<file path="src/hdl/pnn_pkg.sv">
// Shared types and constants for the Newell polygon normal block.
`timescale 1ns / 1ps
package pnn_pkg;
	localparam int ACC_W = 48;
	localparam int OUT_W = 16;
	localparam int MAG_W = 30;
	localparam int SQ_W  = 62;
	localparam int LEN_W = 31;
	localparam int QUO_W = 15;
	localparam int FRAC  = 14;
	localparam logic [QUO_W-1:0] UNIT_Q14 = 15'd16384;

	typedef struct packed {
		logic signed [ACC_W-1:0] sx;
		logic signed [ACC_W-1:0] sy;
		logic signed [ACC_W-1:0] sz;
	} sums_t;

	typedef enum logic [3:0] {
		F_IDLE = 4'b0001,
		F_MUL  = 4'b0010,
		F_ADD  = 4'b0100,
		F_PUSH = 4'b1000
	} front_st_t;

	typedef enum logic [6:0] {
		B_IDLE  = 7'b0000001,
		B_SHIFT = 7'b0000010,
		B_SQ    = 7'b0000100,
		B_ROOT  = 7'b0001000,
		B_DLOAD = 7'b0010000,
		B_DIV   = 7'b0100000,
		B_OUT   = 7'b1000000
	} back_st_t;
endpackage

</file>
<file path="src/hdl/pnn_front.sv">
// Vertex intake and Newell edge accumulation.
`timescale 1ns / 1ps
module pnn_front import pnn_pkg::*; #(
	parameter int CW = 16
) (
	input  logic                 clk,
	input  logic                 arst_n,
	input  logic                 in_valid,
	output logic                 in_stall,
	input  logic signed [CW-1:0] vertex_x,
	input  logic signed [CW-1:0] vertex_y,
	input  logic signed [CW-1:0] vertex_z,
	input  logic                 last_vertex,
	output logic                 push,
	output sums_t                push_data,
	input  logic                 q_full
);
	localparam int DW  = CW + 1;
	localparam int PW  = 2 * DW;
	localparam int EXT = ((PW > ACC_W) ? PW : ACC_W) + 1;
	localparam logic signed [EXT-1:0] ACC_HI = EXT'({1'b0, {(ACC_W-1){1'b1}}});
	localparam logic signed [EXT-1:0] ACC_LO = -ACC_HI - EXT'(1);

	front_st_t st_q;
	logic in_poly_q, close_q, last_q;
	logic signed [CW-1:0] fx_q, fy_q, fz_q, px_q, py_q, pz_q;
	logic signed [CW-1:0] ax_q, ay_q, az_q, bx_q, by_q, bz_q;
	logic signed [PW-1:0] prx_q, pry_q, prz_q;
	logic signed [ACC_W-1:0] sx_q, sy_q, sz_q;
	logic signed [ACC_W-1:0] sx_n, sy_n, sz_n;

	function automatic logic signed [ACC_W-1:0] sat_add(logic signed [ACC_W-1:0] acc,
			logic signed [PW-1:0] p);
		logic signed [EXT-1:0] r;
		r = EXT'(acc) + EXT'(p);
		if (r > ACC_HI) return ACC_HI[ACC_W-1:0];
		else if (r < ACC_LO) return ACC_LO[ACC_W-1:0];
		else return r[ACC_W-1:0];
	endfunction

	assign sx_n = sat_add(sx_q, prx_q);
	assign sy_n = sat_add(sy_q, pry_q);
	assign sz_n = sat_add(sz_q, prz_q);

	assign in_stall = (st_q != F_IDLE);
	assign push = (st_q == F_PUSH) && !q_full;
	assign push_data = '{sx: sx_q, sy: sy_q, sz: sz_q};

	always_ff @(posedge clk or negedge arst_n) begin
		if (!arst_n) begin
			st_q <= F_IDLE;
			in_poly_q <= 1'b0;
			close_q <= 1'b0;
			last_q <= 1'b0;
			sx_q <= '0;
			sy_q <= '0;
			sz_q <= '0;
		end else begin
			unique case (st_q)
				F_IDLE: begin
					if (in_valid) begin
						px_q <= vertex_x;
						py_q <= vertex_y;
						pz_q <= vertex_z;
						if (!in_poly_q) begin
							fx_q <= vertex_x;
							fy_q <= vertex_y;
							fz_q <= vertex_z;
							in_poly_q <= 1'b1;
							if (last_vertex) st_q <= F_PUSH;
						end else begin
							ax_q <= px_q;
							ay_q <= py_q;
							az_q <= pz_q;
							bx_q <= vertex_x;
							by_q <= vertex_y;
							bz_q <= vertex_z;
							close_q <= last_vertex;
							last_q <= last_vertex;
							st_q <= F_MUL;
						end
					end
				end
				F_MUL: st_q <= F_ADD;
				F_ADD: begin
					sx_q <= sx_n;
					sy_q <= sy_n;
					sz_q <= sz_n;
					if (close_q) begin
						ax_q <= px_q;
						ay_q <= py_q;
						az_q <= pz_q;
						bx_q <= fx_q;
						by_q <= fy_q;
						bz_q <= fz_q;
						close_q <= 1'b0;
						st_q <= F_MUL;
					end else if (last_q) begin
						st_q <= F_PUSH;
					end else begin
						st_q <= F_IDLE;
					end
				end
				F_PUSH: begin
					if (!q_full) begin
						sx_q <= '0;
						sy_q <= '0;
						sz_q <= '0;
						in_poly_q <= 1'b0;
						last_q <= 1'b0;
						st_q <= F_IDLE;
					end
				end
				default: st_q <= F_IDLE;
			endcase
		end
	end

	// edge products, one register stage
	always_ff @(posedge clk) begin
		if (st_q == F_MUL) begin
			prx_q <= (DW'(ay_q) - DW'(by_q)) * (DW'(az_q) + DW'(bz_q));
			pry_q <= (DW'(az_q) - DW'(bz_q)) * (DW'(ax_q) + DW'(bx_q));
			prz_q <= (DW'(ax_q) - DW'(bx_q)) * (DW'(ay_q) + DW'(by_q));
		end
	end
endmodule

</file>
<file path="config.mk">
export PLATFORM = sky130hd
export DESIGN_NAME = pnn_front
export DESIGN_NICKNAME = d
export VERILOG_FILES = /design/src/hdl/pnn_pkg.sv /design/src/hdl/pnn_front.sv
export SDC_FILE = /design/constraint.sdc
export NUM_CORES = 2
export LEC_CHECK = 0
export BUFFER_PORTS_ARGS = -buffer_cell sky130_fd_sc_hd__buf_2
export CAP_MARGIN = 20
export CORE_ASPECT_RATIO = 0.7
export CORE_UTILIZATION = 59
export DETAILED_ROUTE_END_ITERATION = 12
export GPL_TIMING_DRIVEN = 0
export PLACE_DENSITY = 0.75
export SLEW_MARGIN = 20
export SYNTH_ARGS = -nofsm -noshare
export SYNTH_HDL_FRONTEND = slang
export SYNTH_SLANG_ARGS = --single-unit
</file>
<file path="constraint.sdc">
create_clock -name clk -period 36.8 [get_ports clk]
set_input_delay 1.84 -clock clk [delete_from_list [all_inputs] [get_ports clk]]
set_output_delay 1.84 -clock clk [all_outputs]
set_load 0.1 [all_outputs]
</file>
# == After elaboration in Yosys (flattened, before gate mapping) ==
# Index checks and enable logic that the tools add are counted.
# classes
bitwise_logic,1
reduce_logical,13
addsub,9
muxes,48
order_cmp,6
eq_ne,10
mul,3
# ops
cell,n
48-bit two-way mux,7
16-bit two-way mux,18
48-bit case mux with 2 select lines,3
16-bit case mux with 2 select lines,6
48-bit by 34-bit adder with 49-bit output,3
49-bit by 48-bit > comparator with 1-bit output (second input constant),3
49-bit by 48-bit < comparator with 1-bit output (second input constant),3
17-bit by 17-bit multiplier with 34-bit output,3
16-bit by 16-bit adder with 17-bit output,3
16-bit by 16-bit subtractor with 17-bit output,3
4-bit two-way mux,6
4-bit case mux with 4 select lines,1
3-bit AND reduction,4
2-bit inequality test (second input constant),4
4-bit AND reduction,2
1-bit case mux with 2 select lines,3
2-bit nonzero test,3
5-bit AND reduction,1
4-bit by 1-bit equality test with 1-bit output (second input constant),1
4-bit by 2-bit equality test with 1-bit output (second input constant),1
4-bit by 3-bit equality test with 1-bit output (second input constant),1
4-bit equality test (second input constant),1
1-bit two-way mux,4
4-bit by 1-bit inequality test with 1-bit output (second input constant),1
other kinds (5),5
# word_totals
in_bits,53
ff_bits,445
out_inout_bits,146
wordCells,112

# == Longest topological paths before layout ==
# depth
ltp_word,5
ltp_mapped,37

# == Least setup slack after synthesis ==
# No wires, ideal clock.
# synth_path
kind,reg-to-reg
start,register st_q[1]
end,register prx_q[0] (enable)
arrival_time_ns,10.893
path_stages_with_launch,2
setup_slack_ns,25.060
n_path_buf,0
setup_ns,0.848
synth_period_minus_slack_ns,11.740
required_time_ns,35.952
cell_sequence,dfrtp_1 > nor4b_1
# synth_between
elab_chain_cells,1
# synth_rtl
element,line,source
start: declaration,pnn_front.sv:24,front_st_t st_q;
start signal: assignment,pnn_front.sv:51,st_q <= F_IDLE;
start signal: assignment,pnn_front.sv:70,if (last_vertex) st_q <= F_PUSH;
start signal: assignment,pnn_front.sv:80,st_q <= F_MUL;
4-bit by 2-bit equality test with 1-bit output,pnn_front.sv:121,if (st_q == F_MUL) begin
end signal: assignment,pnn_front.sv:122,prx_q <= (DW'(ay_q) - DW'(by_q)) * (DW'(az_q) + DW'(bz_q));
end: declaration,pnn_front.sv:28,"logic signed [PW-1:0] prx_q, pry_q, prz_q;"
# No other way between the ends.
# A chain may end at the register's enable or synchronous reset.

# == Final worst setup path ==
# layout_path
start,register by_q[0]
end,"register prx_q[33], data pin"
# layout_between
elab_chain_cells,2
# layout_rtl
element,line,source
start: declaration,pnn_front.sv:27,"logic signed [CW-1:0] ax_q, ay_q, az_q, bx_q, by_q, bz_q;"
start signal: assignment,pnn_front.sv:76,by_q <= vertex_y;
start signal: assignment,pnn_front.sv:94,by_q <= fy_q;
16-bit by 16-bit subtractor with 17-bit output,pnn_front.sv:122,
17-bit by 17-bit multiplier with 34-bit output,pnn_front.sv:122,
# No other way between the ends.

==> results.txt <==
----------------------------------------------------
[Synthesis]
  Number of register bits inferred by synthesis ... 445
  Cell types with the highest counts after synthesis ... 1052 x sky130_fd_sc_hd__inv_1, 897 x sky130_fd_sc_hd__fa_1, 738 x sky130_fd_sc_hd__nand2_1, 495 x sky130_fd_sc_hd__ha_1, 475 x sky130_fd_sc_hd__nor2_1
  Dominant register cell in the synthesized netlist ... sky130_fd_sc_hd__edfxtp_1
  Post-synth top area share ... 0.301
  Cell types occupying the most area after synthesis ... sky130_fd_sc_hd__fa_1 30%, sky130_fd_sc_hd__edfxtp_1 15%, sky130_fd_sc_hd__ha_1 10%
  Yosys Warn Count ... 0
  Post-synthesis net count ... 7698
  Mapped Area ... 59600 µm²
  Most repeated cell in the gate-level netlist after synthesis ... sky130_fd_sc_hd__inv_1
  Share of async-settable or async-resettable flops after synthesis ... 0.339
  Yosys cell types ... 92
  Count of flip-flops with a built-in enable after synthesis ... 294
  Cell count after synthesis ... 6253
  Mean cell area of the mapped netlist ... 9.53 µm²
  Largest area contributor in the netlist ... sky130_fd_sc_hd__fa_1
  Post-synthesis sequential area ratio ... 0.212

[Floorplan]
  Area of the die ... 102000 µm²
  Horiz. Die Dim ... 382 µm
  Height of the die ... 268 µm
  Effective utilization at floorplan ... 0.596
  I/O Pins ... 199
  Placeable core region ... 100000 µm²
  Number of cell rows ... 97

[Placed design]
  Count of port buffers added during placement ... 198
  Post-placement worst setup slack ... 25.72 ns
  HPWL after detailed placement ... 141 mm
  Final GP Congestion ... 1.00
  Cell Area, Placed ... 62700 µm²

[Detailed routing]
  1st-pass router iterations ... 5
  DR DRC count ... 0
  Count of nets left with antenna violations after detail routing ... 0
  Vias ... 46668
  Per-cell routed wire length ... 21.6 µm
  Wire length reported by the detailed router ... 171 mm
  Via count normalized by instance count ... 5.90
  Iteration-0 DRC Markers ... 4921

[Worst setup path]
  Maximum fanout along the worst path ... 10
  Reg-to-reg startpoint ... by_q[0]
  Crit path arrival time ... 11.71 ns
  Startpoint of the worst setup timing path ... by_q[0]
  Critical Path Start Type ... register
  CP max-delay cell ... sky130_fd_sc_hd__xnor2_1
  Worst endpoint required time ... 37.09 ns
  Most repeated library cell on the critical path ... sky130_fd_sc_hd__fa_1
  CP endpoint kind ... register
  Slowest cell delay on critical path ... 0.92 ns
  Critical path buffer and inverter count ... 5
  Startpoint-to-endpoint class of the critical path ... register to register
  Cell family contributing the most delay on the critical path ... adder cells

[Outcome]
  Outcome ... complete, no violations

[CTS]
  Count of clock tree sinks ... 445
  Level count of the clock H-tree ... 2
  Maximum number of buffers from clock root to sink ... 3
  Postcts setup bufs ... 0
  # resized after CTS ... 0
  Cts bufs inserted ... 51
  CTS tree ... done
  Number of hold buffers added after cts ... 0
  Clk Tree Root Cell ... sky130_fd_sc_hd__clkbuf_16
  Clock insertion delay at the later pin of the skew report ... 0.66 ns
  Worst-path clk slew ... 0.06 ns

[GRT]
  Number of antenna violations at the first check in global routing ... 10
  Remaining global-route overflow ... 0
  Overall routing resource usage ... 0.340
  Largest net degree at the start of global routing ... 90
  Wire length of the first global-routing pass ... 267 mm
  Via count of the first global-routing pass ... 46330

[Job]
  Max-cap violations ... 0

[Timing]
  Accumulated negative setup slack ... 0 ns
  # setup viols final ... 0
  Endpoints failing hold ... 0
  Number of pins exceeding their max-slew limit in the final report ... 0
  Clock period minus worst slack ... 11.42 ns
  Unrepaired setup endpoints after global routing ... no
  Worst-Margin Slew ... 1.26 ns
  Slew HR ... 0.157
  Clock skew after layout ... 0.0255 ns
  Highest clock frequency the design can meet ... 87.5 MHz
  Final critical-path setup slack ... 25.38 ns
  Final critical-path share of the clock period ... 0.310

[Min path]
  Tightest Hold Check Type ... register to register
  Worst hold path startpoint ... px_q[15]

[Finish]
  Final non-filler cell area ... 64500 µm²
  Number of nets in the layout ... 7977
  P&R area growth vs syn ... 8.22%
  Fraction of final layout cells with drive strength greater than 1 ... 0.0641

----------------------------------------------------
==> kinds of logic after synthesis <==
kind of cell | after synthesis | synth area share
adders and majority gates | 1392 | 0.405
muxes | 10 | 0.00172
buffers and inverters | 1272 | 0.0814
DFF | 445 | 0.212
xor gates and xnor gates | 345 | 0.0508
and+or+nand+nor | 1723 | 0.129
AOI/OAI and AO/OA | 1066 | 0.120
==> cell usage in the layout (no fill, tap or decap), drive strengths merged, types with 13 or more instances in the layout <==
cell type / n
xor2: 87
o21a: 17
nand2: 738
and3: 37
nor4: 13
ha: 495
buf: 253
a21o: 123
xnor2: 258
or2: 23
nand4: 42
nand3: 64
o211ai: 25
clkinv: 22
o21ai: 195
dfrtp: 150
o31ai: 17
and2: 64
nand2b: 69
a31oi: 28
nor3b: 13
inv: 1059
fa: 897
o21bai: 63
edfxtp: 294
clkbuf: 250
nor2: 475
nor3: 53
a21oi: 336
a221o: 102
a211oi: 33
nor2b: 95
==> final timing paths <==
check	slack (ns)	cells past startpoint	end
max	25.38	34	prx_q[33]
min	0.42	0	ax_q[15]
max in group asynchronous	34.73	2	sz_q[20]
min reg2reg	0.42	0	ax_q[15]
max reg2reg	25.38	34	prx_q[33]
min in group asynchronous	1.14	1	sx_q[41]
==> layout make-up <==
cell class	count	area [µm²]
Inverter	1054	3960
Sequential cell	445	12600
Fill cell	8300	35500
Clock buffer	59	1340
Buffer	218	898
Clock inverter	34	308
Tap cell	1336	1670
Multi-Input combinational cell	4536	42400
Timing Repair Buffer	226	1280
Antenna cell	3	7.51
==> through the flow <==
step	util	hold WS [ns]	cells
2_1_floorplan	-	0.400	6253
3_3_place_gp	0.622	0.401	7787
3_5_place_dp	0.627	0.405	7814
4_1_cts	0.644	0.419	7907
5_1_grt	0.645	0.424	7910
6_report	0.645	0.417	7911
==> per-layer routing <==
metal | part of all wire | routed length (µm) | vias up | track usage
met4 | 0.024 | 4070 | 4 | 0.0751
li1 | - | - | 20938 | -
met3 | 0.12 | 20700 | 262 | 0.0920
met2 | 0.40 | 69100 | 2147 | 0.474
met5 | 0.00050 | 85 | - | 0.00556
met1 | 0.45 | 76800 | 23317 | 0.524
==> worst reg2reg max path: cells and delay by family (launching register included) <==
| family | cells | cell delay (ns) |
|---|---|---|
| XOR/XNOR | 1 | 0.92 |
| adder cells (fa/ha/maj) | 9 | 4.28 |
| flip-flops | 1 | 0.41 |
| buffers and inverters | 5 | 0.79 |
| AO/OA/AOI/OAI | 14 | 3.24 |
| AND/OR/NAND/NOR | 5 | 1.39 |
==> sequential cells by signal (all words and copies together), names as in the netlist <==
| name | cells |
|---|---|
| bx_q | 16 |
| fz_q | 16 |
| in_poly_q | 1 |
| fy_q | 16 |
| fx_q | 16 |
| sz_q | 48 |
| pz_q | 16 |
| bz_q | 16 |
| az_q | 16 |
| ax_q | 16 |
| last_q | 1 |
| st_q | 4 |
| sx_q | 48 |
| px_q | 16 |
| ay_q | 16 |
| pry_q | 34 |
| prz_q | 34 |
| by_q | 16 |
| prx_q | 34 |
| py_q | 16 |
| sy_q | 48 |
| close_q | 1 |
Power is left out: the tool's default activity adds up to more than one toggle a clock period on the data nets, which glitch-free logic cannot reach.
