`src/hdl/pnn_pkg.sv`:
```
// Shared types and constants for the Newell polygon normal block.
`timescale 1ns / 1ps
package pnn_pkg;
	localparam int ACC_W = 48;
	localparam int OUT_W = 16;
	localparam int MAG_W = 30;
	localparam int SQ_W  = 62;
	localparam int LEN_W = 31;
	localparam int QUO_W = 15;
	localparam int FRAC  = 14;
	localparam logic [QUO_W-1:0] UNIT_Q14 = 15'd16384;

	typedef struct packed {
		logic signed [ACC_W-1:0] sx;
		logic signed [ACC_W-1:0] sy;
		logic signed [ACC_W-1:0] sz;
	} sums_t;

	typedef enum logic [3:0] {
		F_IDLE = 4'b0001,
		F_MUL  = 4'b0010,
		F_ADD  = 4'b0100,
		F_PUSH = 4'b1000
	} front_st_t;

	typedef enum logic [6:0] {
		B_IDLE  = 7'b0000001,
		B_SHIFT = 7'b0000010,
		B_SQ    = 7'b0000100,
		B_ROOT  = 7'b0001000,
		B_DLOAD = 7'b0010000,
		B_DIV   = 7'b0100000,
		B_OUT   = 7'b1000000
	} back_st_t;
endpackage

```
`src/hdl/pnn_back.sv`:
```
// Normalization: range shift, squares, bit-serial root and division, result register.
`timescale 1ns / 1ps
module pnn_back import pnn_pkg::*; (
	input  logic                    clk,
	input  logic                    arst_n,
	input  logic                    q_valid,
	input  sums_t                   q_data,
	output logic                    pop,
	output logic                    out_valid,
	input  logic                    out_stall,
	output logic signed [OUT_W-1:0] normal_x,
	output logic signed [OUT_W-1:0] normal_y,
	output logic signed [OUT_W-1:0] normal_z,
	output logic                    degenerate
);
	back_st_t st_q;
	logic [ACC_W-1:0] ax_q, ay_q, az_q;
	logic [2:0] sgn_q;
	logic [1:0] cnt_q;
	logic [SQ_W-1:0] sq_q, rx_q;
	logic [SQ_W:0] res_q;
	logic [4:0] k_q;
	logic [LEN_W-1:0] len_q;
	logic [45:0] rem_q;
	logic [QUO_W-1:0] quo_q;
	logic [3:0] i_q;
	logic [OUT_W-1:0] nx_q, ny_q, nz_q;
	logic degen_q, out_valid_q;
	logic [OUT_W-1:0] ox_q, oy_q, oz_q;
	logic odeg_q;

	logic [MAG_W-1:0] sel_a;
	logic sel_s;
	logic [SQ_W-1:0] sq_sum;
	logic [SQ_W:0] bitv, trial, res_nxt;
	logic ge;
	logic [45:0] dtrial;
	logic dge;
	logic [QUO_W-1:0] quo_nxt, quo_cap;
	logic [OUT_W-1:0] comp;
	logic big;

	function automatic logic [ACC_W-1:0] mag(logic signed [ACC_W-1:0] s);
		return s[ACC_W-1] ? (~s + ACC_W'(1)) : s;
	endfunction

	always_comb begin
		unique case (cnt_q)
			2'd0: begin sel_a = ax_q[MAG_W-1:0]; sel_s = sgn_q[0]; end
			2'd1: begin sel_a = ay_q[MAG_W-1:0]; sel_s = sgn_q[1]; end
			default: begin sel_a = az_q[MAG_W-1:0]; sel_s = sgn_q[2]; end
		endcase
	end

	assign big = (ax_q[ACC_W-1:MAG_W] != '0) || (ay_q[ACC_W-1:MAG_W] != '0) ||
		(az_q[ACC_W-1:MAG_W] != '0);
	assign sq_sum = sq_q + SQ_W'(sel_a) * SQ_W'(sel_a);

	assign bitv = (SQ_W+1)'(1) << {k_q, 1'b0};
	assign trial = res_q + bitv;
	assign ge = ({1'b0, rx_q} >= trial);
	assign res_nxt = ge ? ((res_q >> 1) + bitv) : (res_q >> 1);

	assign dtrial = 46'(len_q) << i_q;
	assign dge = (rem_q >= dtrial);
	always_comb begin
		quo_nxt = quo_q;
		if (dge) quo_nxt = quo_q | (QUO_W'(1) << i_q);
	end
	assign quo_cap = (quo_nxt > UNIT_Q14) ? UNIT_Q14 : quo_nxt;
	assign comp = sel_s ? (OUT_W'(0) - OUT_W'(quo_cap)) : OUT_W'(quo_cap);

	assign pop = (st_q == B_IDLE) && q_valid;
	assign out_valid = out_valid_q;
	assign normal_x = ox_q;
	assign normal_y = oy_q;
	assign normal_z = oz_q;
	assign degenerate = odeg_q;

	always_ff @(posedge clk or negedge arst_n) begin
		if (!arst_n) begin
			st_q <= B_IDLE;
			out_valid_q <= 1'b0;
		end else begin
			if ((st_q == B_OUT) && (!out_valid_q || !out_stall)) out_valid_q <= 1'b1;
			else if (out_valid_q && !out_stall) out_valid_q <= 1'b0;
			unique case (st_q)
				B_IDLE: if (q_valid) st_q <= B_SHIFT;
				B_SHIFT: if (!big) st_q <= B_SQ;
				B_SQ: if (cnt_q == 2'd2) st_q <= B_ROOT;
				B_ROOT: begin
					if (k_q == '0) st_q <= (res_nxt == '0) ? B_OUT : B_DLOAD;
				end
				B_DLOAD: st_q <= B_DIV;
				B_DIV: begin
					if (i_q == '0) st_q <= (cnt_q == 2'd2) ? B_OUT : B_DLOAD;
				end
				B_OUT: begin
					if (!out_valid_q || !out_stall) st_q <= B_IDLE;
				end
				default: st_q <= B_IDLE;
			endcase
		end
	end

	always_ff @(posedge clk) begin
		unique case (st_q)
			B_IDLE: begin
				ax_q <= mag(q_data.sx);
				ay_q <= mag(q_data.sy);
				az_q <= mag(q_data.sz);
				sgn_q <= {q_data.sz[ACC_W-1], q_data.sy[ACC_W-1], q_data.sx[ACC_W-1]};
			end
			B_SHIFT: begin
				if (big) begin
					ax_q <= ax_q >> 1;
					ay_q <= ay_q >> 1;
					az_q <= az_q >> 1;
				end else begin
					cnt_q <= '0;
					sq_q <= '0;
				end
			end
			B_SQ: begin
				sq_q <= sq_sum;
				cnt_q <= cnt_q + 2'd1;
				if (cnt_q == 2'd2) begin
					rx_q <= sq_sum;
					res_q <= '0;
					k_q <= 5'd31;
				end
			end
			B_ROOT: begin
				if (ge) rx_q <= rx_q - trial[SQ_W-1:0];
				res_q <= res_nxt;
				k_q <= k_q - 5'd1;
				if (k_q == '0) begin
					len_q <= res_nxt[LEN_W-1:0];
					cnt_q <= '0;
					degen_q <= (res_nxt == '0);
					nx_q <= '0;
					ny_q <= '0;
					nz_q <= '0;
				end
			end
			B_DLOAD: begin
				rem_q <= 46'({sel_a, {FRAC{1'b0}}}) + 46'(len_q >> 1);
				quo_q <= '0;
				i_q <= 4'(QUO_W - 1);
			end
			B_DIV: begin
				if (dge) rem_q <= rem_q - dtrial;
				quo_q <= quo_nxt;
				i_q <= i_q - 4'd1;
				if (i_q == '0) begin
					unique case (cnt_q)
						2'd0: nx_q <= comp;
						2'd1: ny_q <= comp;
						default: nz_q <= comp;
					endcase
					cnt_q <= cnt_q + 2'd1;
				end
			end
			B_OUT: begin
				if (!out_valid_q || !out_stall) begin
					ox_q <= nx_q;
					oy_q <= ny_q;
					oz_q <= nz_q;
					odeg_q <= degen_q;
				end
			end
			default: ;
		endcase
	end
endmodule

```
`config.mk`:
```
export PLATFORM = sky130hd
export DESIGN_NAME = pnn_back
export DESIGN_NICKNAME = d
export VERILOG_FILES = /design/src/hdl/pnn_pkg.sv /design/src/hdl/pnn_back.sv
export SDC_FILE = /design/constraint.sdc
export NUM_CORES = 2
export LEC_CHECK = 0
export ABC_AREA = 0
export BUFFER_PORTS_ARGS = -buffer_cell sky130_fd_sc_hd__buf_2
export CELL_PAD_IN_SITES_DETAIL_PLACEMENT = 1
export CELL_PAD_IN_SITES_GLOBAL_PLACEMENT = 2
export CORE_UTILIZATION = 45
export DETAILED_ROUTE_END_ITERATION = 10
export HOLD_SLACK_MARGIN = 0.1
export PLACE_DENSITY = 0.95
export SYNTH_ARGS = -nofsm -noshare
export SYNTH_HDL_FRONTEND = slang
export SYNTH_SLANG_ARGS = --single-unit
```
`constraint.sdc`:
```
create_clock -name clk -period 24.8 [get_ports clk]
set_input_delay 4.96 -clock clk [delete_from_list [all_inputs] [get_ports clk]]
set_output_delay 4.96 -clock clk [all_outputs]
set_load 0.005 [all_outputs]
```
**Yosys cells after proc, flatten, opt, wreduce, memory -nomap -nowiden**

Cells that the tools add are included.

- Bits in latches: 0
- Register bits after elaboration: 543
- Bits in read-only memories: 0
- Output and inout bits: 51
- Memories kept: 0
- Memory bits (writable): 0
- Input port bits: 148
- Logic and storage cells: 156

- Bitwise gates (word level): 4
- Multipliers: 1
- Reductions and logical operators: 35
- Mux-type cells: 53
- Divide/modulo/power cells: 0
- $add $sub $neg: 13
- Shifts and indexed selects: 3
- Equality and inequality tests: 21
- $lt $le $gt $ge: 3

Operators by type and width:

| kind | number |
|---|---|
| $mux W48 | 6 |
| $pmux W48 S2 | 3 |
| $pmux W62 S2 | 2 |
| $mux W62 | 3 |
| $add A48 B2 Y48 const B | 3 |
| $not A48 Y48 | 3 |
| $mux W16 | 8 |
| $mux W63 | 2 |
| $pmux W63 S2 | 1 |
| $pmux W16 S2 | 3 |
| $pmux W46 S2 | 1 |
| $add A62 B63 Y63 | 1 |
| $add A63 B63 Y63 | 1 |
| $ge A62 B63 Y1 | 1 |
| $logic_not A63 Y1 | 1 |
| $shl A1 B6 Y63 const A | 1 |
| $add A62 B60 Y62 | 1 |
| $sub A62 B62 Y62 | 1 |
| $mul A30 B30 Y60 | 1 |
| $pmux W30 S2 | 1 |
| $mux W7 | 8 |
| $reduce_bool A18 Y1 | 3 |
| $pmux W7 S7 | 1 |
| $ge A46 B46 Y1 | 1 |
| 44 further kinds | 76 |

**Depth between registers and ports, before layout**

- Depth in word-level cells: 10
- Gate-level depth with buffers: 40

**Least setup slack after synthesis**

Ideal clock, no wire load.

- Kind: reg2reg
- Start: reg k_q[2]
- End: reg rx_q[0] (enable)
- Arrival: 10,232 ps
- Cell stages (with the launch flop): 33
- Slack: 14,000 ps
- Period minus slack after synthesis: 10,800 ps
- Buffers on the path: 6
- Data required time: 24,232 ps
- Path through: edfxtp_1 -> clkbuf_1 -> or2_2 -> clkbuf_1 -> nor2_1 -> ha_1 -> ha_1 -> a211oi_1 -> o41ai_2 -> a21oi_1 -> o31a_1 -> o21bai_1 -> a21oi_1 -> o21ai_0 -> a31oi_1 -> nor2_1 -> o21a_1 -> o21ai_0 -> xor2_1 -> ha_1 -> clkbuf_1 -> nand4_1 -> nor3_1 -> and3_1 -> nand2_1 -> a31oi_1 -> o41a_1 -> a311o_1 -> nand2_1 -> clkbuf_1 -> clkbuf_1 -> buf_1 -> o21ai_0

- Longest elaborated chain between the ends: 5

RTL lines:

| item | line | RTL |
|---|---|---|
| start, declared | pnn_back.sv:22 | `logic [4:0] k_q;` |
| start signal, assigned | pnn_back.sv:136 | `k_q <= k_q - 5'd1;` |
| $shl A1 B6 Y63 | pnn_back.sv:59 | `assign bitv = (SQ_W+1)'(1) << {k_q, 1'b0};` |
| $add A63 B63 Y63 | pnn_back.sv:60 | `assign trial = res_q + bitv;` |
| $ge A62 B63 Y1 | pnn_back.sv:61 | `assign ge = ({1'b0, rx_q} >= trial);` |
| $ne A2 B2 Y1 (no line) | - |  |
| $reduce_and A3 Y1 (no line) | - |  |
| end signal, assigned | pnn_back.sv:128 | `rx_q <= sq_sum;` |
| end signal, assigned | pnn_back.sv:134 | `if (ge) rx_q <= rx_q - trial[SQ_W-1:0];` |
| end, declared | pnn_back.sv:20 | `logic [SQ_W-1:0] sq_q, rx_q;` |

No other way between the ends.
A chain may end at the register's enable or synchronous reset.

**Final worst setup path**

- Start: reg cnt_q[0]
- End: reg rx_q[49] (data pin)

- Longest elaborated chain between the ends: 6
- Elaborated cells on any way between the ends: 7

RTL lines:

| item | line | RTL |
|---|---|---|
| start, declared | pnn_back.sv:19 | `logic [1:0] cnt_q;` |
| start signal, assigned | pnn_back.sv:126 | `cnt_q <= cnt_q + 2'd1;` |
| start signal, assigned | pnn_back.sv:161 | `cnt_q <= cnt_q + 2'd1;` |
| $eq A2 B1 Y1 / $logic_not A2 Y1 (equally long branches) | pnn_back.sv:48 | `unique case (cnt_q)` |
| $pmux W30 S2 * | pnn_back.sv:48 |  |
| $mul A30 B30 Y60 * | pnn_back.sv:57 | `assign sq_sum = sq_q + SQ_W'(sel_a) * SQ_W'(sel_a);` |
| $add A62 B60 Y62 * | pnn_back.sv:57 |  |
| $mux W62 * | pnn_back.sv:127 | `if (cnt_q == 2'd2) begin` |
| $pmux W62 S2 * | pnn_back.sv:107 | `unique case (st_q)` |

Every way passes the cells marked *; elsewhere a longest branch is shown, timed or not. The select of a mux whose other input is x is not followed.

==> summary.md <==
| Metric | Value |
|---|---|
| Layout cells sized above 1 | `6.960%` |
| GPL Wtd Cong | `0.9430` |
| Status | `completed` |
| Met2 WL | `~110 mm` |
| Crit path DAT | `12.40 ns` |
| Max Clk Rate | `0.08323 GHz` |
| Final hold viol count | `0` |
| Reg-to-Reg End | `rx_q[49]` |
| Detail Placement HPWL | `around 180 mm` |
| Die H | `382.2 µm` |
| RSZ-0062 raised after global routing | `no` |
| Vias in the first global route | `58900` |
| Max Slew Vio Count | `0` |
| Ys async rst share | `between 1 and 1.5%` |
| Post-DRT Antenna Nets | `0` |
| Root buffer cell | `clkbuf_16` |
| First-pass DRT Iterations | `5` |
| Die W | `382.2 µm` |
| Relative slew slack | `19.27%` |
| Crit Reg-Reg Startpoint | `cnt_q[0]` |
| Area grow syn2layout | `8.448%` |
| Crit-path leading delay family | `adder cells` |
| Critical path's slowest cell | `a21o_1` |
| Worst Tran Pin Value | `1.202 ns` |
| Final-report setup violation count | `0` |
| Setup CP Type | `reg2reg` |
| Mapped Area | `65030 µm²` |
| WP data required | `~25 ns` |
| Crit-path max FO | `34` |
| Reg2Reg Depth | `34` |
| CP endpoint kind | `flip-flop` |
| Cell Count, Final, Fillers Out | `9070` |
| CTS sink cnt | `543` |
| WP depth | `34` |
| # DRC | `0` |
| Clk slew on worst S/H paths | `0.06 ns` |
| IO Pins | `199` |
| IO buf count | `between 150 and 200` |
| Synth Flop Type | `edfxtp_1` |
| CTS tree | `done` |
| Largest net degree at the start of global routing | `138` |
| Sum Neg Setup Slack | `0 ns` |
| CTS Buf Count | `69` |
| Worst path max stage delay | `0.75 ns` |
| Post-synth EDFFs | `between 500 and 600` |
| CTS resizes | `0` |
| Synth Warn # | `0` |
| WL/cell | `25.67 µm` |
| Worst setup path startpoint | `cnt_q[0]` |
| Critical path buffer and inverter count | `8` |
| Hold_buf cts | `0` |
| Nets | `8464` |
| Syn_area_per_cell | `between 9 and 10 µm²` |
| Top Layer Used | `met5` |
| Post-Place Cells | `8935` |
| Vias per std cell | `5.982` |
| Cells after Synth | `7027` |
| Crit share post-route | `48.45%` |
| Syn nets | `between 8000 and 9000` |
| Seq/Total Area, Yosys | `25.01%` |
| Overflow after GRT | `0` |
| First-pass GRT wire length | `roughly 360 mm` |
| CTS HTree Levels | `3` |
| Worst min-delay path class | `reg2reg` |
| Core Region | `143500 µm²` |
| Distinct cells, synth | `between 90 and 100` |
| Clock skew | `0.06518 ns` |
| Worst Setup EP | `rx_q[49]` |
| Worst setup SP type | `flip-flop` |
| Routed wl met3 | `18.14 mm` |
| #FFs+latches synth | `543` |
| Hold Crit Start | `nx_q[0]` |
| Total GRT Usage | `32.04%` |
| Postcts setup bufs | `0` |
| Starting DRT DRC Count | `4673` |
| Met1 wire length | `between 90 and 100 mm` |
| Share of the core filled with cells | `49.15%` |
| Worst skew pair latency | `0.72 ns` |
| Row count | `~140` |
| Max-cap violations | `0` |
| Die area | `146000 µm²` |
| Min Tclk post-route | `12.02 ns` |
| Critical Path Most Common Cell | `fa_1` |
| Antenna violations before repair | `15` |
| Total wire length | `232.8 mm` |
| Reg2Reg Setup Slack | `about 13 ns` |
| DR vias | `54260` |
| Starting Density | `around 45%` |
| Deepest clock path buffer count | `3` |
[logic make-up (layout without fill, tap and decap cells)]
family	count (synthesis)	count (layout)	share of synthesized area, %
and+or+nand+nor	1980	1980	13.90
AOI/OAI and AO/OA	1404	1404	13.70
buffers and inverters	1361	1489	7.865
adders and majority gates	1213	1213	32.05
DFF	543	543	25.01
xor gates and xnor gates	466	466	6.276
muxes	60	60	1.191
other	0	12	0
[metal layers]
layer	track usage [%]	up-vias
met2	53.00	2124
met3	5.734	549
met1	41.11	27830
met5	0	-
li1	-	23750
met4	13.76	6
[flip-flops by register name, indices dropped and copies added (netlist names), 3 cells and up]
| register | count |
|---|---|
| sq_q | 62 |
| normal_z | 16 |
| nx_q | 16 |
| res_q | 63 |
| len_q | 31 |
| rx_q | 62 |
| ay_q | 48 |
| quo_q | 15 |
| normal_y | 16 |
| rem_q | 46 |
| st_q | 7 |
| sgn_q | 3 |
| ax_q | 48 |
| normal_x | 16 |
| az_q | 48 |
| i_q | 4 |
| k_q | 5 |
| nz_q | 16 |
| ny_q | 16 |
[stage by stage]
stage	hold slack, ns	worst slack [ns]	area [µm²]
final	0.4202	12.78	70530
after global routing	0.4243	12.43	70520
after CTS	0.4194	12.99	70500
after detailed placement	0.4062	13.01	68160
after global placement	0.4016	13.31	68160
after floorplan	0.4003	14.00	65030
[Yosys cell counts (all sizes together) (13+ instances only)]
library cell  instances  share of area (%)
o21bai               44               0.51
and3                 46               0.44
o41ai                25               0.40
clkbuf              241                1.4
a22o                 35               0.47
a21oi               301                2.3
mux2i                38               0.58
xnor2               220                3.0
nand2               773                4.5
or3                  52               0.50
xor2                246                3.3
a31o                 26               0.35
buf                  39               0.23
edfxtp              535                 25
ha                  458                8.8
or2                  23               0.22
fa                  755                 23
and2                 85               0.82
nor3                 66               0.51
or4                  44               0.52
inv                1074                6.2
nand3                74               0.57
o211ai               14               0.16
o21a                 30               0.35
nor4                 50               0.49
a21boi               14               0.16
o21ai               447                3.4
mux4                 13               0.45
a21o                150                1.7
nor2b                43               0.41
nand4                66               0.64
o31ai                68               0.78
nor2                561                3.2
a211oi               41               0.47
nand2b               57               0.55
a31oi                88               0.87
[cells in the final DEF, fill, tap and decap left out, types with 49 or more instances in the layout]
master	netlist	routed
nand2_1	772	770
nand2b_1	57	57
xnor2_1	220	220
buf_2	4	198
nor3_1	66	65
ha_1	458	458
nand3_1	74	74
o21ai_0	422	420
a21oi_1	300	288
a21o_1	150	150
o31ai_1	68	67
or3_1	52	52
a31oi_1	87	87
nand4_1	65	65
inv_1	1072	1071
fa_1	755	755
nor2_1	560	559
xor2_1	246	246
edfxtp_1	535	535
nor4_1	49	49
and2_1	84	84
buf_4	0	86
clkbuf_16	0	69
[worst min path at each step]
| stage | to | slack (ns) | depth (start not counted) |
|---|---|---|---|
| floorplan | degenerate | 0.40 | 0 |
| global placement | normal_x[14] | 0.40 | 0 |
| detailed placement | normal_x[10] | 0.41 | 0 |
| CTS | normal_y[0] | 0.42 | 0 |
| global route | normal_z[6] | 0.42 | 0 |
| finish | normal_x[0] | 0.42 | 0 |
[final cells by class]
cell class	count	area, µm²
clock inverter	45	579.3
timing repair buffer	285	1657
fill	16460	72950
sequential	543	16270
tap	1903	2381
clock buffer	78	1760
antenna	12	30.03
multi-input combinational	5123	43800
inverter	1081	4058
Power is left out: the tool's default activity adds up to more than one toggle a clock period on the data nets, which glitch-free logic cannot reach.
