File: src/hdl/pnn_pkg.sv
// Shared types and constants for the Newell polygon normal block.
`timescale 1ns / 1ps
package pnn_pkg;
	localparam int ACC_W = 48;
	localparam int OUT_W = 16;
	localparam int MAG_W = 30;
	localparam int SQ_W  = 62;
	localparam int LEN_W = 31;
	localparam int QUO_W = 15;
	localparam int FRAC  = 14;
	localparam logic [QUO_W-1:0] UNIT_Q14 = 15'd16384;

	typedef struct packed {
		logic signed [ACC_W-1:0] sx;
		logic signed [ACC_W-1:0] sy;
		logic signed [ACC_W-1:0] sz;
	} sums_t;

	typedef enum logic [3:0] {
		F_IDLE = 4'b0001,
		F_MUL  = 4'b0010,
		F_ADD  = 4'b0100,
		F_PUSH = 4'b1000
	} front_st_t;

	typedef enum logic [6:0] {
		B_IDLE  = 7'b0000001,
		B_SHIFT = 7'b0000010,
		B_SQ    = 7'b0000100,
		B_ROOT  = 7'b0001000,
		B_DLOAD = 7'b0010000,
		B_DIV   = 7'b0100000,
		B_OUT   = 7'b1000000
	} back_st_t;
endpackage

File: src/hdl/pnn_queue.sv
// Two-entry queue of accumulated sums between front and back.
`timescale 1ns / 1ps
module pnn_queue import pnn_pkg::*; (
	input  logic  clk,
	input  logic  arst_n,
	input  logic  push,
	input  sums_t push_data,
	output logic  full,
	input  logic  pop,
	output logic  not_empty,
	output sums_t pop_data
);
	sums_t mem_q [2];
	logic wp_q, rp_q;
	logic [1:0] cnt_q;

	assign full = (cnt_q == 2'd2);
	assign not_empty = (cnt_q != 2'd0);
	assign pop_data = mem_q[rp_q];

	always_ff @(posedge clk) begin
		if (push) mem_q[wp_q] <= push_data;
	end

	always_ff @(posedge clk or negedge arst_n) begin
		if (!arst_n) begin
			wp_q <= 1'b0;
			rp_q <= 1'b0;
			cnt_q <= '0;
		end else begin
			if (push) wp_q <= ~wp_q;
			if (pop) rp_q <= ~rp_q;
			cnt_q <= cnt_q + 2'(push) - 2'(pop);
		end
	end
endmodule

File: config.mk
export PLATFORM = sky130hd
export DESIGN_NAME = pnn_queue
export DESIGN_NICKNAME = d
export VERILOG_FILES = /design/src/hdl/pnn_pkg.sv /design/src/hdl/pnn_queue.sv
export SDC_FILE = /design/constraint.sdc
export NUM_CORES = 1
export LEC_CHECK = 0
export ABC_AREA = 1
export BUFFER_PORTS_ARGS = -buffer_cell sky130_fd_sc_hd__buf_2
export CORE_MARGIN = 10
export CORE_UTILIZATION = 47
export DETAILED_ROUTE_END_ITERATION = 12
export PLACE_DENSITY = 0.81
export SLEW_MARGIN = 20
export SYNTH_ARGS = -nofsm -noshare
export SYNTH_HDL_FRONTEND = slang
export SYNTH_SLANG_ARGS = --single-unit
File: constraint.sdc
create_clock -name clk -period 6.8 [get_ports clk]
set_input_delay 0.34 -clock clk [delete_from_list [all_inputs] [get_ports clk]]
set_output_delay 0.34 -clock clk [all_outputs]
set_load 0.005 [all_outputs]
### After elaboration in Yosys (flattened, before gate mapping)

Memory sizes are Yosys's and may differ from the RTL's.
Cells that the tools add are included.

| cells by class | value |
|---|---|
| multipliers | 0 |
| reduce and logical (&&, ||, !) cells | 1 |
| eq/ne operators | 1 |
| bitwise logic cells | 2 |
| shift-type cells | 0 |
| divide/modulo/power cells | 0 |
| order comparisons | 0 |
| $add $sub $neg | 2 |
| muxes and demuxes | 2 |

Operators with widths:

| operator | number |
|---|---|
| $add 2x1->2 | 1 |
| $eq 2x2->1 const B | 1 |
| $mux 1 | 2 |
| $not 1->1 | 2 |
| $reduce_bool 2->1 | 1 |
| $sub 2x1->2 | 1 |

| storage, ports and cells | value |
|---|---|
| RAM bits | 288 |
| register bits | 4 |
| bits in latches | 0 |
| bits in read-only memories | 0 |
| memories | 1 |
| word-level logic and storage cells | 12 |

Memory list:

| memory | depth | width | rd ports | clocked after memory_dff | wr ports | line | source |
|---|---|---|---|---|---|---|---|
| mem_q | 2 | 144 | 1 | 0 | 1 | pnn_queue.sv:13 | `sums_t mem_q [2];` |

### Logic depth before layout (Yosys ltp)

Gate-level depths: netlist of run 1.

| logic depth | value |
|---|---|
| word-level depth | 2 |
| mapped depth | 7 |
| depth with buffers taken out | 7 |

### Least setup slack after synthesis of run 1

No wires, ideal clock.

| path | value |
|---|---|
| path kind | input port to flip-flop |
| start point | in push |
| end point | mem mem_q[0][0] (netlist name), enable pin |
| path buffers | 0 |
| library setup time | 0.653 ns |
| stages on the path | 2 |
| data arrival time | 6.401 ns |
| setup slack | -0.255 ns |
| required time | 6.147 ns |
| path through | inv_1 > nor2_1 |

| on the way | value |
|---|---|
| word-level cells in the longest chain between the ends | 2 |

Ends and longest elaborated chain:

| element | line | source |
|---|---|---|
| start: declaration | pnn_queue.sv:6 | `input logic push,` |
| $mux 1 | pnn_queue.sv:22 | `if (push) mem_q[wp_q] <= push_data;` |
| $mux 1 (implied by the code) | pnn_queue.sv:22 |  |
| end: declaration | pnn_queue.sv:13 |  |

Every way passes these cells.

==> results of run 1 <==
[layer usage]
layer  GRT usage [%]  vias up  wire (microns)  share of wire (%)
met5               0        -               8              0.029
met2           32.75      283           14770                 54
li1                -     3490               -                  -
met3           5.772       42            2214                8.1
met1           18.67     3493            9889                 36
met4           4.132        2             500                1.8
[cell usage in the layout, fill, tap and decap left out]
master / n
buf_2: 293
buf_4: 5
bufinv_16: 4
clkbuf_1: 7
clkbuf_16: 29
clkinv_1: 7
clkinv_2: 4
clkinvlp_4: 2
dfrtp_1: 3
dfrtp_4: 1
dlygate4sd3_1: 136
edfxtp_1: 288
ha_1: 2
inv_1: 150
inv_6: 1
nand2_1: 151
nand3_1: 1
nor2_1: 1
nor2_4: 1
o21ai_0: 78
o21ai_1: 46
o21ai_2: 20
xor2_1: 2
[worst max-delay path by stage]
stage	slack (ns)	endpoint	cells after the start	startpoint
2_1_floorplan	2.18	mem_q[0][0]	1	wp_q
3_3_place_gp	4.04	mem_q[0][16]	5	push
3_5_place_dp	4.02	pop_data[69]	3	rp_q
4_1_cts	3.47	pop_data[69]	3	rp_q
5_1_grt	3.24	pop_data[126]	4	rp_q
6_report	3.48	pop_data[125]	4	rp_q
[cells by family (layout without fill, tap and decap cells)]
kind of cell / Yosys count / after routing / synth area share [%]
XOR/XNOR: 2 / 2 / 0.1587
adder cells (fa/ha/maj): 2 / 2 / 0.2267
flip-flops: 292 / 292 / 79.27
buffers and inverters: 183 / 638 / 7.890
AND/OR/NAND/NOR: 154 / 154 / 5.249
AO/OA/AOI/OAI: 144 / 144 / 7.210
[power by group through the flow]
stage	combinational (mW)	clock (mW)	sequential (mW)
floorplan	0.938	0	2.53
global placement	1.42	0	2.58
detailed placement	1.45	0	2.60
CTS	1.53	1.59	2.57
global route	1.70	1.66	2.61
finish	1.52	1.57	2.57
[final cells by class]
class | count | area share [%]
Timing Repair Buffer | 434 | 19.17
Tap cell | 319 | 2.670
Clock buffer | 36 | 5.031
Inverter | 151 | 3.826
Clock inverter | 17 | 1.214
Sequential cell | 292 | 58.56
Multi-Input combinational cell | 302 | 9.535
[sequential cells by signal, indices dropped and copies added, names as in the netlist]
register	count
wp_q	1
rp_q	1
cnt_q	2
mem_q	288
[stage by stage]
stage	cell area [sq um]	setup WS [ns]	cells	utilization [%]
final	14950	3.483	1551	64.25
after floorplan	11040	2.181	777	-
after global placement	12650	4.045	1362	54.39
after CTS	14940	3.466	1550	64.21
after detailed placement	12650	4.024	1362	54.39
after global routing	14950	3.239	1551	64.25
==> impl_results.md, run 1 <==
- Status: finished, final reports clean
- Placed wire-length estimate: 16610 microns
- Worst-path clk slew: 0.06 ns
- Syn_area_per_cell: about 14 sq um
- Final hold vios: 0
- I/O pins: 294
- Hold Path Depth: 1
- Fmax achieved: 301.5 MHz
- Largest net degree at the start of global routing: 116
- Critical-path cell list: buf_4 > nand2_1 > o21ai_1 > buf_2
- Initial antenna violation count: 1
- TNS Setup: 0 ns
- Clk_skew: 0.007897 ns
- PD cells: 378.6 nW/um^2
- CP Capture Type: output pin
- Sw Ratio: 30.91%
- Startpoint Class: flip-flop
- Die Footprint: 30010 sq um
- Setup-failing EPs final: 0
- Die H: 173.2 microns
- Cell-internal power: ~3.9 mW
- Initial drt markers: roughly 480
- Post-Syn Area: between 10000 and 15000 sq um
- CTS tree: built
- Ys async rst share: about 1.4%
- Initial Utilization: 47.45%
- GRT Residual Overflow: 0
- Design Power: 5.658 mW
- DRT Pass-1 Iters: 5
- Max stage delay on crit path: 1.11 ns
- Layout area overhead: 35.43%
- Final Max Tran Viols: 0
- Post-synth top cells: edfxtp_1, inv_1, nand2_1
- Post-CTS Hold Buffers: 135
- Comb power frac: 26.9%
- Reg2Reg Capture Point: mem_q[0][21]
- Hold Path End: mem_q[0][15]
- CP max stage cell: dfrtp_4
- Vias post-DR: 7310
- Pleak: 6.361 nW
- Top-count cell post-synth: edfxtp_1
- Switching power: 1.749 mW
- Clock power frac: 27.7%
- Post-CTS sizing: 0
- Via density: about 4.7
- # Post-CTS Setup Buffers: 0
- Hold crit path type: input port to flip-flop
- Mapped Cells: 777
- Crit-path max FO: 115
- Die Wd: 173.2 microns
- Total Routing Usage GR: between 10% and 20%
- #FFs+latches synth: about 290
- Post-synthesis cell type count: 14
- Synth warn: 0
- Slew HR: 29.02%
- Worst slew pin tran: 1.065 ns
- RSZ-0062 raised after global routing: false
- Register share of total power: 45.4%
- # port buffers: 293
- Rows: 56
- Fin crit share: 48.78%
- Critical path's top delay family: flip-flops
- Ys flop type: edfxtp_1
- Worst EP arrival: 2.98 ns
- Worst Path Buf+Inv: 2
- Mapped Nets: between 900 and 1000
- WL/cell: ~18 microns
- GPL Wtd Cong: 0.7735
- Worst-skew pair later-pin latency: approximately 0.53 ns
- Critical R2R Launch: wp_q
- Diode count: 0
- CP Data Required Time: roughly 6.5 ns
- Min Tclk post-route: 3.317 ns
- Footprint of the multi-input gates: 1425 sq um
- HP Start: push_data[15]
- Clock sinks: 292
- Post-synth EDFFs: about 290
- Largest cells by area after synthesis: edfxtp_1, inv_1, nand2_1, o21ai_0, buf_6
- Register area: 8752 sq um
- Post-synthesis sequential area ratio: 79.27%
- Htree depth: 1
- Total wire length: approximately 27000 microns
- Synth top area share: 78.36%
- # fillers: 1608
- Vias in the first global route: roughly 7800
- CORE AREA: 23260 sq um
- Peak supply drop: 0.4945 mV
- Hold_ws: 0.02428 ns
- Kind of critical path: flip-flop to output pin
- Net count reported at finish: between 1000 and 1500
- MaxCap Viol Count: 0
- First-pass GRT wire length: 42340 microns
- Share of cells above drive strength 1: 29.22%
- Root Driver: clkbuf_16
- Drc violations: 0
- Num CTS Buffers: 29
- R2R setup slack: 4.11 ns
- Area leader, netlist: edfxtp_1
- CTS max path bufs: 3
- Routed Antenna Nets: 0
- Reg2Reg Depth: 3
Note: power is estimated with default switching activity, not from simulation.
==> run 2, diff against run 1 <==
- ABC_AREA: 1 -> 0
- PLACE_DENSITY: 0.81 -> 0.82
- clock period: 6.8 -> 2.7 ns (I/O delays scaled with it)
==> impl_results.md, run 2 <==
- Post-synthesis sequential area ratio: 81.15%
- #FFs+latches synth: 292
- I/O pins: a little under 300
- Hold crit path type: input port to flip-flop
- Die Footprint: just under 30000 sq um
- Syn_area_per_cell: 23.28 sq um
- Htree depth: 1
- PD cells: 949.9 nW/um^2
- Post-synthesis cell type count: 13
- Fmax achieved: 461.2 MHz
- Ys async rst share: 1.370%
- Biggest register: mem_q
- Fin cells: 1236
- Setup-failing EPs final: 0
- Startpoint Class: flip-flop
- Worst EP arrival: 2.03 ns
- Worst Setup SP: rp_q
- CORE AREA: around 23000 sq um
- Synth warn: 0
- Critical R2R Launch: wp_q
- Max reg flops: 288
- GPL Wtd Cong: 0.7402
- Crit-path max FO: 43
- Peak supply drop: 0.6789 mV
- GRT Residual Overflow: 0
- Layout area overhead: 39.69%
- Vias in the first global route: 6853
- Rows: between 50 and 60
- First-pass GRT wire length: approximately 40000 microns
- Hold Path Depth: 2
- Root Driver: clkbuf_16
- Die H: between 150 and 200 microns
- Most frequent cells in the layout: buf_2, edfxtp_1, dlygate4sd3_1, mux2_2, mux2_4
- Post-CTS sizing: 0
- Status: finished, final reports clean
- Final hold vios: 0
- Worst-skew pair later-pin latency: 0.53 ns
- Total Routing Usage GR: about 17%
- Drc violations: 0
- Synth top area share: 80.22%
- Clk_skew: 0.01616 ns
- Total wire length: 26460 microns
- Post-synth top cells: edfxtp_1, mux2_2, mux2_4
- WL/cell: 21.41 microns
- # port buffers: 293
- Net count reported at finish: around 1100
- Initial antenna violation count: 4
- HP Start: push_data[6]
- Min Tclk post-route: 2.168 ns
- Clock sinks: 292
- Die Wd: around 170 microns
- RSZ-0062 raised after global routing: false
- Largest cells by area after synthesis: edfxtp_1, mux2_2, mux2_4, dfrtp_1, buf_6
- Worst slew pin tran: 0.5086 ns
- CP Data Required Time: 2.57 ns
- Slew HR: roughly two thirds
- Kind of critical path: flip-flop to output pin
- Vias post-DR: 6126
- CTS max path bufs: 3
- # fillers: 1468
- Initial Utilization: 47.76%
- Reg2Reg Capture Point: mem_q[1][128]
- R2R setup slack: 1.11 ns
- Fin crit share: between 80% and 90%
- Most common cell after layout, fill and taps aside: buf_2
- Post-synth EDFFs: 288
- Hold Path End: mem_q[0][6]
- Worst-path clk slew: 0.06 ns
- Largest net degree at the start of global routing: 80
- Design Power: about 14 mW
- Initial drt markers: 370
- Post-Syn Area: 10780 sq um
- Top-count cell post-synth: edfxtp_1
- Reg2Reg Depth: 2
- CTS tree: built
- Mapped Cells: 463
- Routed Antenna Nets: 0
- MaxCap Viol Count: 0
- CP Capture Type: output pin
- Area leader, netlist: edfxtp_1
- Largest regs: mem_q: 288 flops, cnt_q: 2 flops
- Placed wire-length estimate: 15560 microns
- Placed Instances: 1035
- Share of cells above drive strength 1: 51.64%
- Mapped Nets: around 600
- Via density: 4.956
- Num CTS Buffers: 29
- Ys flop type: edfxtp_1
- Final Max Tran Viols: 0
- Pleak: 5.889 nW
- DRT Pass-1 Iters: 5
-- run 2: metrics by stage --
step | utilization, % | setup WS (ns) | setup TNS, ns | cell area [sq um] | hold WS (ns)
5_1_grt | 66.72 | 0.4503 | 0 | 15060 | 0.3149
4_1_cts | 66.67 | 0.4934 | 0 | 15050 | 0.2943
2_1_floorplan | - | -0.2838 | -40.87 | 10790 | -0.1606
6_report | 66.72 | 0.5318 | 0 | 15060 | 0.3219
3_3_place_gp | 56.18 | 1.090 | 0 | 12680 | -0.04953
3_5_place_dp | 56.18 | 1.079 | 0 | 12680 | -0.05062
-- run 2: routing by layer --
metal	wire (microns)	track usage (%)	share of wire (%)
met3	2332	5.478	8.8
met2	13730	30.58	52
met4	1020	6.654	3.9
met1	9377	18.45	35
met5	0	0	0
-- run 2: how the worst max path moves through the flow --
stage | to | slack (ns) | depth (start not counted)
after floorplan | mem_q[0][0] | -0.28 | 1
after global placement | pop_data[23] | 1.09 | 3
after detailed placement | pop_data[23] | 1.08 | 3
after CTS | pop_data[23] | 0.49 | 3
after global routing | pop_data[23] | 0.45 | 3
final | pop_data[23] | 0.53 | 3
-- run 2: power breakdown --
part	total (mW)	internal [mW]	switching, mW
logic	4.20	2.21	1.99
registers	6.30	6.01	0.282
clock network	3.81	2.23	1.57
total	14.3	10.5	3.84
-- run 2: kinds of logic (layout without fill, tap and decap cells) --
| logic type | Yosys count | in the layout | share of synthesized area [%] |
|---|---|---|---|
| XOR/XNOR | 3 | 3 | 0.3830 |
| adder cells (fa/ha/maj) | 2 | 2 | 0.2321 |
| buffers and inverters | 18 | 502 | 1.219 |
| flip-flops | 292 | 292 | 81.15 |
| multiplexers | 144 | 144 | 16.78 |
| other | 0 | 4 | 0 |
| AND/OR/NAND/NOR | 4 | 4 | 0.2322 |
-- run 2: what timing repair did --
action,CTS,global route
hold endpoints to repair,295,0
hold buffers,148,0
setup buffers,0,0
-- run 2: final cells by class --
type / count / area, sq um / share of cell area, %
flip-flops and latches: 292 / 8752 / 58.12
repair buffers: 451 / 3136 / 20.82
multi-input cells: 153 / 1911 / 12.69
clock buffers: 35 / 748.2 / 4.968
well taps: 285 / 356.6 / 2.368
clock inverters: 14 / 138.9 / 0.9222
diodes: 4 / 10.01 / 0.06647
inverters: 2 / 7.507 / 0.04985
-- run 2: critical path, stage by stage (launching register included) --
cell	delay (ns)
dfrtp_4	0.62
buf_12	0.31
mux2_2	0.38
buf_2	0.14
==> run 3, diff against run 2 <==
- CORE_UTILIZATION: 47 -> 52
- PLACE_DENSITY: 0.82 -> 0.85
- clock period: 2.7 -> 2 ns (I/O delays scaled with it)
==> impl_results.md, run 3 (same netlist as run 2, synthesis figures left out) <==
- Worst slew pin tran: 0.3701 ns
- Initial antenna violation count: 5
- Critical-path cell list: buf_16 > mux2_2 > buf_2
- GPL Wtd Cong: 0.7995
- Final Max Tran Viols: 0
- Sw Ratio: 26.94%
- Fin crit share: between 90 and 100%
- MaxCap Viol Count: 0
- Initial drt markers: 356
- # port buffers: a little under 300
- Pleak: 5.873 nW
- Setup-failing EPs final: 0
- CP max stage cell: dfrtp_4
- Reg2Reg Capture Point: mem_q[0][38]
- Startpoint Class: flip-flop
- Net count reported at finish: 1077
- PD cells: 1275 nW/um^2
- HP Start: push_data[101]
- Critical path's top delay family: flip-flops
- Min Tclk post-route: 1.979 ns
- Largest regs: mem_q: 288 flops, cnt_q: 2 flops
- Cell-internal power: 13.99 mW
- Rows: between 50 and 60
- RSZ-0062 raised after global routing: true
- Largest net degree at the start of global routing: 59
- Die Wd: 164.0 microns
- Die Footprint: 26890 sq um
- Clock sinks: 292
- CTS max path bufs: 3
- CTS tree: built
- Hold crit path type: input port to flip-flop
- Num CTS Buffers: 28
- Crit-path max FO: 55
- I/O pins: between 200 and 300
- Slew HR: 75.33%
- Routed Antenna Nets: 0
- Reg2Reg Depth: 2
- Vias post-DR: 6115
- WL/cell: roughly 22 microns
- Placed wire-length estimate: 16280 microns
- Status: finished, final reports clean
- Via density: 5.000
- Fmax achieved: 505.3 MHz
- # Post-CTS Setup Buffers: 0
- Max stage delay on crit path: 0.46 ns
- Register share of total power: 44.2%
- Hold Path End: mem_q[1][101]
- First-pass GRT wire length: between 30000 and 40000 microns
- Worst-path clk slew: about 0.060 ns
- TNS Setup: 0 ns
- Drc violations: 0
- Switching power: 5.159 mW
- Final hold vios: 0
- Hold Path Depth: 2
- DRT Pass-1 Iters: 4
- Htree depth: 1
- Vias in the first global route: 6990
- Layout area overhead: 39.31%
- Initial Utilization: 53.11%
- Clk_skew: 0.005424 ns
- Clock power frac: approximately a quarter
- CORE AREA: 20300 sq um
- Total wire length: roughly 27000 microns
- Worst-skew pair later-pin latency: 0.53 ns
- Peak supply drop: 1.127 mV
- Max reg flops: 288
- Final Util: 73.98%
- GRT Residual Overflow: 0
- Biggest register: mem_q
- Most common cell after layout, fill and taps aside: buf_2
- R2R setup slack: ~0.66 ns
- CP Capture Type: output pin
- Root Driver: clkbuf_16
- Die H: 164.0 microns
- Hold_ws: 0.2922 ns
- Critical R2R Launch: wp_q
- Kind of critical path: flip-flop to output pin
- Share of cells above drive strength 1: 51.05%
- Comb power frac: between 20 and 30%
- Most frequent cells in the layout: buf_2, edfxtp_1, dlygate4sd3_1, mux2_2, mux2_4
- CP Data Required Time: 1.90 ns
- Worst Path Buf+Inv: 2
- Worst EP arrival: approximately 1.9 ns
- Total Routing Usage GR: 18.84%
[run 3: metal layers]
metal	vias up	part of all wire [%]	global-route usage (%)
li1	2776	-	-
met1	2998	35	20.85
met2	295	54	34.13
met3	46	8.7	5.907
met4	0	2.1	5.321
met5	-	0	0
[run 3: stage by stage]
stage               setup WS [ns]  area [sq um]  std cells  power (mW)
finish                    0.02097         15020       1223       19.15
global placement           0.5480         12640       1019       13.83
detailed placement         0.4885         12640       1019       13.99
CTS                      -0.01023         15000       1218       19.26
floorplan                 -0.9838         10790        463       11.78
global route             -0.04650         15020       1223       20.00
[run 3: cell type report]
type	count	area [sq um]
sequential	292	8752
fill	1118	5281
timing repair buffer	450	3129
multi-input combinational	153	1914
clock buffer	35	748.2
tap	270	337.8
clock inverter	16	116.4
antenna	5	12.51
inverter	2	7.507
[run 3: what timing repair did]
action / CTS / global route
setup endpoints to repair: 36 / 74
hold buffers: 148 / 0
pin swaps: 0 / 0
endpoints found under the hold margin: 295 / 0
resized for setup: 3 / 1
[run 3: power by group through the flow]
stage | sequential [mW] | combinational (mW) | clock, mW
after detailed placement | 8.56 | 5.43 | 0
after floorplan | 8.50 | 3.28 | 0
final | 8.46 | 5.72 | 4.98
after global routing | 8.55 | 6.13 | 5.32
after global placement | 8.48 | 5.35 | 0
after CTS | 8.44 | 5.74 | 5.07
[run 3: worst max-delay path by stage]
stage	from	to	cells after the start
after floorplan	wp_q	mem_q[0][0]	1
after global placement	rp_q	pop_data[80]	3
after detailed placement	rp_q	pop_data[37]	3
after CTS	rp_q	pop_data[33]	3
after global routing	rp_q	pop_data[10]	3
final	rp_q	pop_data[23]	3
